## src/design/tga_pkg.sv

```systemverilog
// Shared types and constants for the run-length coded pixel decoder.
package tga_pkg;

  localparam int CfgAddrW = 4;
  localparam int CfgDataW = 32;

  localparam logic [1:0] REG_FOUR_BYTE_PIXELS = 2'd0;
  localparam logic [1:0] REG_RUN_LENGTH_CODED = 2'd1;
  localparam logic [1:0] REG_PIXEL_TOTAL      = 2'd2;

  localparam logic [7:0] RUN_BIAS    = 8'd127;
  localparam logic [7:0] ALPHA_OPAQUE = 8'd255;

  typedef enum logic [2:0] {
    PH_HEADER = 3'b001,
    PH_RAW    = 3'b010,
    PH_RUN    = 3'b100
  } phase_t;

  typedef struct packed {
    logic        four_byte_pixels;
    logic        run_length_coded;
    logic [31:0] pixel_total;
  } cfg_t;

  typedef struct packed {
    logic [31:0] pixel_word;
    logic [7:0]  repeat_count;
    logic        last_of_image;
    logic        clipped;
  } result_t;

endpackage

```

## src/design/tga_cfg.sv

```systemverilog
// Configuration register bank with an APB-style access port.
module tga_cfg
  import tga_pkg::*;
(
  input  logic                clk,
  input  logic                rst_n,
  input  logic                cfg_psel,
  input  logic                cfg_penable,
  input  logic                cfg_pwrite,
  input  logic [CfgAddrW-1:0] cfg_paddr,
  input  logic [CfgDataW-1:0] cfg_pwdata,
  output logic [CfgDataW-1:0] cfg_prdata,
  output logic                cfg_pready,
  output cfg_t                cfg
);

  logic        four_byte_r;
  logic        rle_r;
  logic [31:0] total_r;
  logic        wr_en;
  logic [1:0]  reg_idx;

  assign cfg_pready = 1'b1;
  assign wr_en      = cfg_psel & cfg_penable & cfg_pwrite & cfg_pready;
  assign reg_idx    = cfg_paddr[3:2];

  always_ff @(posedge clk) begin
    if (!rst_n) begin
      four_byte_r <= 1'b0;
      rle_r       <= 1'b0;
      total_r     <= 32'd1;
    end else if (wr_en) begin
      case (reg_idx)
        REG_FOUR_BYTE_PIXELS: four_byte_r <= cfg_pwdata[0];
        REG_RUN_LENGTH_CODED: rle_r       <= cfg_pwdata[0];
        REG_PIXEL_TOTAL:      total_r     <= cfg_pwdata;
        default: ;
      endcase
    end
  end

  always_comb begin
    case (reg_idx)
      REG_FOUR_BYTE_PIXELS: cfg_prdata = {31'd0, four_byte_r};
      REG_RUN_LENGTH_CODED: cfg_prdata = {31'd0, rle_r};
      REG_PIXEL_TOTAL:      cfg_prdata = total_r;
      default:              cfg_prdata = '0;
    endcase
  end

  assign cfg.four_byte_pixels = four_byte_r;
  assign cfg.run_length_coded = rle_r;
  assign cfg.pixel_total      = total_r;

endmodule

```

## src/design/tga_core.sv

```systemverilog
// Per-byte decode state and result formation.
module tga_core
  import tga_pkg::*;
(
  input  logic       clk,
  input  logic       rst_n,
  input  cfg_t       cfg,
  input  logic       accept,
  input  logic [7:0] data_byte,
  input  logic       image_start,
  output logic       res_valid,
  output result_t    res
);

  phase_t      phase_r, phase_nxt, eff_phase;
  logic [7:0]  raw_left_r, raw_left_nxt, eff_raw;
  logic [7:0]  run_len_r, run_len_nxt, eff_run;
  logic [1:0]  bip_r, bip_nxt, eff_bip, last_idx;
  logic [23:0] colour_r, colour_nxt, eff_colour;
  logic [31:0] left_r, left_nxt, eff_left;
  logic        done_r, done_nxt, eff_done;
  logic [7:0]  count_raw;
  logic        over, finish;
  logic        produce;

  always_comb begin
    eff_phase  = image_start ? PH_HEADER : phase_r;
    eff_raw    = image_start ? 8'd0 : raw_left_r;
    eff_run    = image_start ? 8'd0 : run_len_r;
    eff_bip    = image_start ? 2'd0 : bip_r;
    eff_colour = image_start ? 24'd0 : colour_r;
    eff_left   = image_start ? cfg.pixel_total : left_r;
    eff_done   = image_start ? (cfg.pixel_total == 32'd0) : done_r;

    phase_nxt    = eff_phase;
    raw_left_nxt = eff_raw;
    run_len_nxt  = eff_run;
    bip_nxt      = eff_bip;
    colour_nxt   = eff_colour;
    left_nxt     = eff_left;
    done_nxt     = eff_done;
    produce      = 1'b0;
    res          = '0;
    last_idx     = cfg.four_byte_pixels ? 2'd3 : 2'd2;
    count_raw    = (cfg.run_length_coded && eff_phase == PH_RUN) ? eff_run : 8'd1;
    over         = {24'd0, count_raw} > eff_left;
    finish       = {24'd0, count_raw} >= eff_left;

    if (!eff_done) begin
      if (cfg.run_length_coded && eff_phase == PH_HEADER) begin
        if (!data_byte[7]) begin
          raw_left_nxt = {1'b0, data_byte[6:0]} + 8'd1;
          phase_nxt    = PH_RAW;
        end else begin
          run_len_nxt = data_byte - RUN_BIAS;
          phase_nxt   = PH_RUN;
        end
        bip_nxt = 2'd0;
      end else begin
        case (eff_bip)
          2'd0:    colour_nxt[7:0]   = data_byte;
          2'd1:    colour_nxt[15:8]  = data_byte;
          2'd2:    colour_nxt[23:16] = data_byte;
          default: ;
        endcase
        if (eff_bip < last_idx) begin
          bip_nxt = eff_bip + 2'd1;
        end else begin
          bip_nxt           = 2'd0;
          produce           = 1'b1;
          res.pixel_word    = {cfg.four_byte_pixels ? data_byte : ALPHA_OPAQUE, colour_nxt};
          res.repeat_count  = over ? eff_left[7:0] : count_raw;
          res.last_of_image = finish;
          res.clipped       = over;
          left_nxt          = finish ? 32'd0 : eff_left - {24'd0, count_raw};
          if (!cfg.run_length_coded) begin
            phase_nxt = PH_HEADER;
          end else if (eff_phase == PH_RAW) begin
            if (eff_raw <= 8'd1) begin
              raw_left_nxt = 8'd0;
              phase_nxt    = PH_HEADER;
            end else begin
              raw_left_nxt = eff_raw - 8'd1;
              if (finish) begin
                res.clipped = 1'b1;
              end
            end
          end else begin
            phase_nxt = PH_HEADER;
          end
          if (finish) begin
            done_nxt = 1'b1;
          end
        end
      end
    end
  end

  assign res_valid = accept & produce;

  always_ff @(posedge clk) begin
    if (!rst_n) begin
      phase_r    <= PH_HEADER;
      raw_left_r <= '0;
      run_len_r  <= '0;
      bip_r      <= '0;
      colour_r   <= '0;
      left_r     <= '0;
      done_r     <= 1'b1;
    end else if (accept) begin
      phase_r    <= phase_nxt;
      raw_left_r <= raw_left_nxt;
      run_len_r  <= run_len_nxt;
      bip_r      <= bip_nxt;
      colour_r   <= colour_nxt;
      left_r     <= left_nxt;
      done_r     <= done_nxt;
    end
  end

  a_active_has_pixels: assert property (@(posedge clk) disable iff (!rst_n)
    !done_r |-> left_r != 32'd0)
    else $error("decoder active with no pixels left");

  a_last_ends_image: assert property (@(posedge clk) disable iff (!rst_n)
    res_valid && res.last_of_image |=> done_r && left_r == 32'd0)
    else $error("image not closed after its last item");

  a_idle_silent: assert property (@(posedge clk) disable iff (!rst_n)
    done_r && !image_start |-> !res_valid)
    else $error("result produced while waiting for a start");

endmodule

```

## src/design/tga_skid.sv

```systemverilog
// Output register with a skid stage so input ready does not depend on output ready.
module tga_skid
  import tga_pkg::*;
(
  input  logic    clk,
  input  logic    rst_n,
  input  logic    push,
  input  result_t push_data,
  output logic    ready,
  output logic    out_valid,
  input  logic    out_ready,
  output result_t out_data
);

  logic    out_valid_r, skid_valid_r;
  result_t out_data_r, skid_data_r;
  logic    drain;

  assign ready     = !skid_valid_r;
  assign out_valid = out_valid_r;
  assign out_data  = out_data_r;
  assign drain     = out_valid_r & out_ready;

  always_ff @(posedge clk) begin
    if (!rst_n) begin
      out_valid_r  <= 1'b0;
      skid_valid_r <= 1'b0;
    end else begin
      if (push) begin
        if (out_valid_r && !out_ready) begin
          skid_valid_r <= 1'b1;
        end else begin
          out_valid_r <= 1'b1;
        end
      end else if (drain) begin
        out_valid_r  <= skid_valid_r;
        skid_valid_r <= 1'b0;
      end
    end
  end

  always_ff @(posedge clk) begin
    if (push) begin
      if (out_valid_r && !out_ready) begin
        skid_data_r <= push_data;
      end else begin
        out_data_r <= push_data;
      end
    end else if (drain && skid_valid_r) begin
      out_data_r <= skid_data_r;
    end
  end

  a_skid_behind_out: assert property (@(posedge clk) disable iff (!rst_n)
    skid_valid_r |-> out_valid_r)
    else $error("skid stage holds an item while the output is empty");

  a_skid_promotes: assert property (@(posedge clk) disable iff (!rst_n)
    skid_valid_r && out_ready |=> out_valid_r && !skid_valid_r)
    else $error("skid item not moved to the output");

endmodule

```

## src/design/tga_rle_pixel_decoder.sv

```systemverilog
// Top level of the run-length coded true-colour pixel decoder.
//
//   Group   Dir   Payload
//   in_     in    tdata = data_byte, tuser = image_start
//   out_    out   tdata = pixel_word, repeat_count; tlast = last_of_image; tuser = clipped
//   cfg_    in    registers four_byte_pixels, run_length_coded, pixel_total
//
// One byte is taken per cycle while input ready is high; the result of the byte
// completing a pixel is registered. Per-byte state update is one pass of logic.
// Reset is synchronous and leaves the decoder waiting for a start byte.
// A second output entry takes a result that completes while the output is
// stalled; input ready is low for as long as that entry is occupied.
module tga_rle_pixel_decoder
  import tga_pkg::*;
(
  input  logic                clk,
  input  logic                rst_n,
  input  logic                in_tvalid,
  output logic                in_tready,
  input  logic [7:0]          in_tdata,   // [7:0] data_byte
  input  logic                in_tuser,   // [0] image_start
  output logic                out_tvalid,
  input  logic                out_tready,
  output logic [39:0]         out_tdata,  // [31:0] pixel_word, [39:32] repeat_count
  output logic                out_tlast,
  output logic                out_tuser,  // [0] clipped
  input  logic                cfg_psel,
  input  logic                cfg_penable,
  input  logic                cfg_pwrite,
  input  logic [CfgAddrW-1:0] cfg_paddr,
  input  logic [CfgDataW-1:0] cfg_pwdata,
  output logic [CfgDataW-1:0] cfg_prdata,
  output logic                cfg_pready
);

  cfg_t    cfg;
  logic    accept;
  logic    res_valid;
  result_t res;
  result_t out_res;

  assign accept = in_tvalid & in_tready;

  tga_cfg u_cfg (
    .clk         (clk),
    .rst_n       (rst_n),
    .cfg_psel    (cfg_psel),
    .cfg_penable (cfg_penable),
    .cfg_pwrite  (cfg_pwrite),
    .cfg_paddr   (cfg_paddr),
    .cfg_pwdata  (cfg_pwdata),
    .cfg_prdata  (cfg_prdata),
    .cfg_pready  (cfg_pready),
    .cfg         (cfg)
  );

  tga_core u_core (
    .clk         (clk),
    .rst_n       (rst_n),
    .cfg         (cfg),
    .accept      (accept),
    .data_byte   (in_tdata),
    .image_start (in_tuser),
    .res_valid   (res_valid),
    .res         (res)
  );

  tga_skid u_skid (
    .clk       (clk),
    .rst_n     (rst_n),
    .push      (res_valid),
    .push_data (res),
    .ready     (in_tready),
    .out_valid (out_tvalid),
    .out_ready (out_tready),
    .out_data  (out_res)
  );

  assign out_tdata = {out_res.repeat_count, out_res.pixel_word};
  assign out_tlast = out_res.last_of_image;
  assign out_tuser = out_res.clipped;

endmodule
```

## config.mk

```make
export PLATFORM = sky130hd
export DESIGN_NAME = tga_rle_pixel_decoder
export DESIGN_NICKNAME = d
export VERILOG_FILES = /design/src/design/tga_pkg.sv /design/src/design/tga_cfg.sv /design/src/design/tga_core.sv /design/src/design/tga_skid.sv /design/src/design/tga_rle_pixel_decoder.sv
export SDC_FILE = /design/constraint.sdc
export NUM_CORES = 1
export LEC_CHECK = 0
export BUFFER_PORTS_ARGS = -buffer_cell sky130_fd_sc_hd__clkbuf_2
export CAP_MARGIN = 25
export CORE_ASPECT_RATIO = 2
export CORE_MARGIN = 1
export CORE_UTILIZATION = 53
export DETAILED_ROUTE_END_ITERATION = 12
export GPL_ROUTABILITY_DRIVEN = 0
export GPL_TIMING_DRIVEN = 0
export PLACE_DENSITY = 0.77
export SLEW_MARGIN = 20
export SYNTH_ARGS = -nofsm -noshare
export SYNTH_HDL_FRONTEND = slang
export SYNTH_SLANG_ARGS = --single-unit
export TNS_END_PERCENT = 30
```

## constraint.sdc

```tcl
create_clock -name clk -period 4 [get_ports clk]
set_clock_uncertainty 0.05 [all_clocks]
set_input_delay 0 -clock clk [delete_from_list [all_inputs] [get_ports clk]]
set_output_delay 0 -clock clk [all_outputs]
set_load 0.005 [all_outputs]
```

# == Yosys cells after proc, flatten, opt, wreduce, memory -nomap -nowiden ==
# Index checks and enable logic that the tools add are counted.
# word_totals
regBits,198
input_bits,52
word_cells,125
# op_classes
n_addsub,5
n_lt_le_gt_ge,4
n_eq_ne,9
mux,64
bitwise_logic,5
n_reduce_logical,18
# ops
cell,count
$mux W42,6
$mux W32,5
$mux W8,18
$pmux W32 S3,1
$mux W24,3
$ge A8 B32 Y1,1
$gt A8 B32 Y1,1
$logic_not A32 Y1,1
$sub A32 B8 Y32,1
$mux W3,8
$mux W1,19
$reduce_and A2 Y1,7
$add A7 B1 Y8 const B,1
$le A8 B1 Y1 const B,1
$mux W2,4
$sub A8 B1 Y8 const B,1
$sub A8 B7 Y8 const B,1
$and A1 B1 Y1,5
$eq A2 B1 Y1 const B,2
$eq A2 B2 Y1 const B,2
$logic_and A1 B1 Y1,4
$logic_not A2 Y1,2
$reduce_bool A2 Y1,2
$eq A3 B1 Y1 const B,1
other kinds (7),8

# == Logic depth before layout (Yosys ltp) ==
# depth
depth_word,14
mapped_depth,16

# == By module ==
# Synthesis repeated with hierarchy kept, for this count alone.
# hier_totals
cells_unflattened,1116
area_unflattened_um2,10835.4
# by_module_without_submodules
mod,n_inst,cells_each,area_per_inst_um2
tga_core,1,779,5833.1
tga_skid,1,144,3325.7
tga_cfg,1,192,1670.4
tga_rle_pixel_decoder,1,1,6.3

# == Worst setup path after synthesis ==
# Ideal clock, no wire load.
# synth_timing
kind,register -> register
startpoint,register u_cfg.rle_r
endpoint,register u_core.left_r[29]
setup_ns,0.122
t_arrival_ns,3.573
required_time_ns,3.828
setup_slack_ns,0.255
path_stages_with_launch,13
path_buffers,1
cell_sequence,dfxtp_1 > clkbuf_1 > nand2_1 > nor4_1 > nand2_1 > ha_1 > nor2b_1 > o31a_1 > or4_1 > a21oi_1 > nand4_1 > and4_1 > a221o_1
# synth_between
elab_chain_len,7
elab_cells_between_ends,9
classes_between,1 x add/sub; 1 x order compare; 5 x mux; 2 x reduce/logical
# synth_lines
element,line_no,rtl
"start, declared",tga_cfg.sv:18,logic rle_r;
"start signal, assigned",tga_cfg.sv:35,REG_RUN_LENGTH_CODED: rle_r <= cfg_pwdata[0];
$logic_and A1 B1 Y1,tga_core.sv:45,count_raw = (cfg.run_length_coded && eff_phase == PH_RUN) ? eff_run : 8'd1;
$mux W8,tga_core.sv:45,
$sub A32 B8 Y32 or $ge A8 B32 Y1 (tied branches),"tga_core.sv:75, tga_core.sv:47",
$mux W32,tga_core.sv:75,"left_nxt = finish ? 32'd0 : eff_left - {24'd0, count_raw};"
$mux W32,tga_core.sv:66,if (eff_bip < last_idx) begin
$mux W32 *,tga_core.sv:50,if (cfg.run_length_coded && eff_phase == PH_HEADER) begin
$mux W32 *,tga_core.sv:49,if (!eff_done) begin
"end signal, assigned",tga_core.sv:116,left_r <= left_nxt;
"end, declared",tga_core.sv:20,"logic [31:0] left_r, left_nxt, eff_left;"
# Every way passes the cells marked *; elsewhere a longest branch is shown, timed or not.
# A chain may end at the register's enable or synchronous reset.

# == Final worst setup path ==
# layout_timing
startpoint,input port in_tuser
endpoint,register u_core.left_r[28]
# layout_between
elab_chain_len,9
elab_cells_between_ends,17
classes_between,1 x add/sub; 2 x order compare; 2 x eq/ne; 10 x mux; 2 x reduce/logical
# layout_lines
element,line_no,rtl
"start, declared",tga_rle_pixel_decoder.sv:21,"input logic in_tuser,"
$mux W3,tga_core.sv:27,eff_phase = image_start ? PH_HEADER : phase_r;
$eq A3 B3 Y1,tga_core.sv:45,
$logic_and A1 B1 Y1,tga_core.sv:45,
$mux W8,tga_core.sv:45,
$sub A32 B8 Y32 or $ge A8 B32 Y1 (tied branches),"tga_core.sv:75, tga_core.sv:47",
$mux W32,tga_core.sv:75,
$mux W32,tga_core.sv:66,
$mux W32,tga_core.sv:50,
$mux W32 *,tga_core.sv:49,
# Marks and branches as above.

==> summary.md <==
| Metric | Value |
|---|---|
| Initial core utilization | 0.5406 |
| Antenna violation net count after detailed routing | 0 |
| Maximum vdd drop | between 0.2 and 0.3 mV |
| Vias per inst | 6.055 |
| Crit path DAT | approximately 4200 ps |
| CP cell instances | clkbuf_2 -> buf_4 -> buf_6 -> buf_2 -> buf_4 -> buf_6 -> mux2i_2 -> inv_1 -> ha_1 -> nand2_1 -> or4b_2 -> o211ai_1 -> nand4_1 -> nand2_2 -> buf_2 -> o21ai_0 |
| Final HPWL DP | between 20 and 25 mm |
| Setup WS pre-CTS | -803.7 ps |
| CP max stage delay | roughly 640 ps |
| Static leakage | around 4.6 nW |
| CTS tree | yes |
| FMAX | ~260 MHz |
| Final hold violations | 0 |
| Synthesis warning total | 0 |
| Antenna violations before repair | 1 |
| Synth Flop Type | dfxtp_1 |
| Ant. Diodes | 0 |
| Total number of vias | roughly 9800 |
| Setup crit end kind | flop |
| First-pass GRT wire length | ~50 mm |
| Distinct cells, synth | 86 |
| Area grow syn2layout | 20.16% |
| DRC viols | 0 |
| Layout cells sized above 1 | 0.1686 |
| Crit path max fanout | 10 |
| Worst Setup SP | in_tuser |
| Die Wd | approximately 100 um |
| Layout net count | roughly 1400 |
| Die area | 20360 um2 |
| Sequential element share of the synthesized area | 0.4588 |
| CTS H-tree lvls | 4 |
| Number of synthesized flops with an enable pin | 84 |
| Initial DRT Pass Iterations | 6 |
| Row count | just over 70 |
| Synth Instances | ~1200 |
| Worst path top cell family by delay | buffers and inverters |
| Reg-to-Reg Start | u_cfg.rle_r |
| I/O pins | 129 |
| Total CTS buffers | 17 |
| Max-slew violations | 0 |
| Total chip power | 4.226 mW |
| Commonest non-fill, non-tap cell in the layout | nand2_1 |
| Die outline height | ~200 um |
| Syn_nets | roughly 1200 |
| Largest net degree at the start of global routing | 33 |
| Crit path buf inv count | 8 |
| Vias in the first global route | just under 10000 |
| Mean routed wirelength per cell | about 20 um |
| Worst-Skew Late Latency | 460 ps |
| Yosys reg bits | ~200 |
| Min-delay worst type | input pin to flop |
| Port Buf Inserts | between 100 and 150 |
| Syn_area_per_cell | ~9.1 um2 |
| Max-Cap Viols | 0 |
| Overall routed net length | between 30 and 40 mm |
| CTS Root Cell | clkbuf_16 |
| GRT Total Usage | 0.3324 |
| Worst-Margin Slew | 956.9 ps |
| Syn Std Cell Area | between 10000 and 15000 um2 |
| Critical path launch point type | input pin |
| Slowest-stage cell, CP | or4b_2 |
| Core area | approximately 19000 um2 |
| Finish-stage setup viols | 0 |
| WS Path Type | input pin to flop |
| Status | completed |
| Leading cell types in the layout, fill and taps excluded | nand2_1, clkbuf_2, dfxtp_1 |
| Fin crit share | 0.9786 |
| PwrDens | 335.9 nW/um2 |
| Clock transition at the registers of the reported paths | 70 ps |
| Grt ovf | 0 |
| Hold path startpoint | cfg_penable |
| Clk sinks | 198 |
| Crit path time final | between 3000 and 4000 ps |
| Slew HR | 0.3621 |
| Critical path data required time | 4290 ps |
| CTS max path bufs | 2 |
| DR iter-0 viols | 790 |
| # fillers | 1607 |
| Ys async rst share | 0 |
| Worst setup margin | between 80 and 90 ps |
[worst paths after layout]
path / slack (ps) / endpoint / cells past startpoint
worst min-delay path: 50 / u_cfg.four_byte_r / 5
worst max-delay path: 90 / u_core.left_r[28] / 16
worst max register to register: 100 / u_core.left_r[28] / 12
worst min register to register: 420 / u_core.run_len_r[0] / 1
[registers in the layout (all words and copies together) (netlist names), 2 cells and up]
name / count
u_cfg.total_r: 32
u_core.bip_r: 2
u_core.colour_r: 24
u_core.left_r: 32
u_core.phase_r: 3
u_core.raw_left_r: 8
u_core.run_len_r: 8
u_skid.out_data: 42
u_skid.skid_data_r: 42
[final cells by class]
| type | count | area (um2) | share of cell area |
|---|---|---|---|
| plain buffers | 72 | 442.9 | 0.03520 |
| clock buffers | 22 | 476.7 | 0.03789 |
| clock inverters | 10 | 88.84 | 0.007060 |
| inverters | 22 | 82.58 | 0.006563 |
| multi-input cells | 861 | 5215 | 0.4145 |
| flip-flops and latches | 198 | 4806 | 0.3820 |
| well taps | 259 | 324.1 | 0.02576 |
| repair buffers | 173 | 1146 | 0.09109 |
[synthesized netlist by cell type (5+ instances only)]
| cell | instances | area share |
|---|---|---|
| nand2_1 | 171 | 0.061 |
| dfxtp_1 | 114 | 0.22 |
| nor2_1 | 98 | 0.035 |
| edfxtp_1 | 84 | 0.24 |
| o21ai_0 | 81 | 0.039 |
| a21oi_1 | 68 | 0.033 |
| nor3_1 | 50 | 0.024 |
| clkbuf_1 | 45 | 0.016 |
| a21boi_0 | 34 | 0.024 |
| and2_1 | 33 | 0.020 |
| nor3b_1 | 30 | 0.022 |
| a22o_1 | 27 | 0.023 |
| nor2b_1 | 26 | 0.016 |
| nand3_1 | 23 | 0.011 |
| inv_1 | 22 | 0.0079 |
| mux2i_1 | 17 | 0.016 |
| o2bb2ai_1 | 16 | 0.013 |
| ha_1 | 14 | 0.017 |
| nand4_1 | 11 | 0.0066 |
| nor4_1 | 10 | 0.0060 |
| o21a_1 | 10 | 0.0072 |
| buf_6 | 8 | 0.0086 |
| xor2_1 | 8 | 0.0067 |
| buf_2 | 7 | 0.0033 |
| clkbuf_8 | 7 | 0.0092 |
| o31ai_1 | 7 | 0.0050 |
| mux2_2 | 6 | 0.0065 |
| nand2b_1 | 6 | 0.0036 |
| o21ai_1 | 6 | 0.0029 |
| a211oi_1 | 5 | 0.0036 |
| a21o_1 | 5 | 0.0036 |
| a221oi_1 | 5 | 0.0042 |
| a31oi_1 | 5 | 0.0030 |
| and3_1 | 5 | 0.0030 |
| or4_1 | 5 | 0.0036 |
| xnor2_1 | 5 | 0.0042 |
[per-stage QoR]
step                  util  instances  instance area [um2]  hold WS, ps  setup TNS [ps]
floorplan                -       1154                10470        33.34               0
global placement    0.5886       1534                11400        185.7          -62550
detailed placement  0.5920       1537                11470        190.9          -17980
CTS                 0.6464       1616                12520        22.70               0
global route        0.6496       1617                12580        90.60           -2963
finish              0.6496       1617                12580        47.36               0
[report_power, final]
part	internal, mW	leakage (nW)	switching (mW)	total [mW]
logic	0.161	2.64	0.262	0.423
registers	2.10	1.70	0.0179	2.12
clock network	0.868	0.281	0.816	1.68
total	3.13	4.62	1.10	4.23
[metal layers]
| layer | global-route usage | up-vias | part of all wire |
|---|---|---|---|
| met2 | 0.5775 | 501 | 0.51 |
| met3 | 0.07869 | 208 | 0.064 |
| met4 | 0.2883 | 0 | 0.089 |
| met1 | 0.3177 | 4526 | 0.33 |
| met5 | 0 | - | 0 |
| li1 | - | 4556 | - |
[repair_timing]
item                       in CTS  in global routing
pin swaps                       0                  1
hold endpoints to repair       89                  0
buffers inserted                0                  1
hold buffers                   48                  0
setup endpoints to repair      22                 34
resized for setup               4                 13
[kinds of logic after synthesis]
kind of cell	synth area share
other	0.0003581
muxes	0.02270
xor gates and xnor gates	0.01087
adders and majority gates	0.01864
buffers and inverters	0.04911
AOI/OAI and AO/OA	0.1982
and+or+nand+nor	0.2413
DFF	0.4588
[worst min-delay path, delay by kind of cell]
family	cells	cell delay, ps
multiplexers	1	150
buffers and inverters	1	90
AND/OR/NAND/NOR	3	280
No activity file was read; power rests on OpenSTA's default activity.
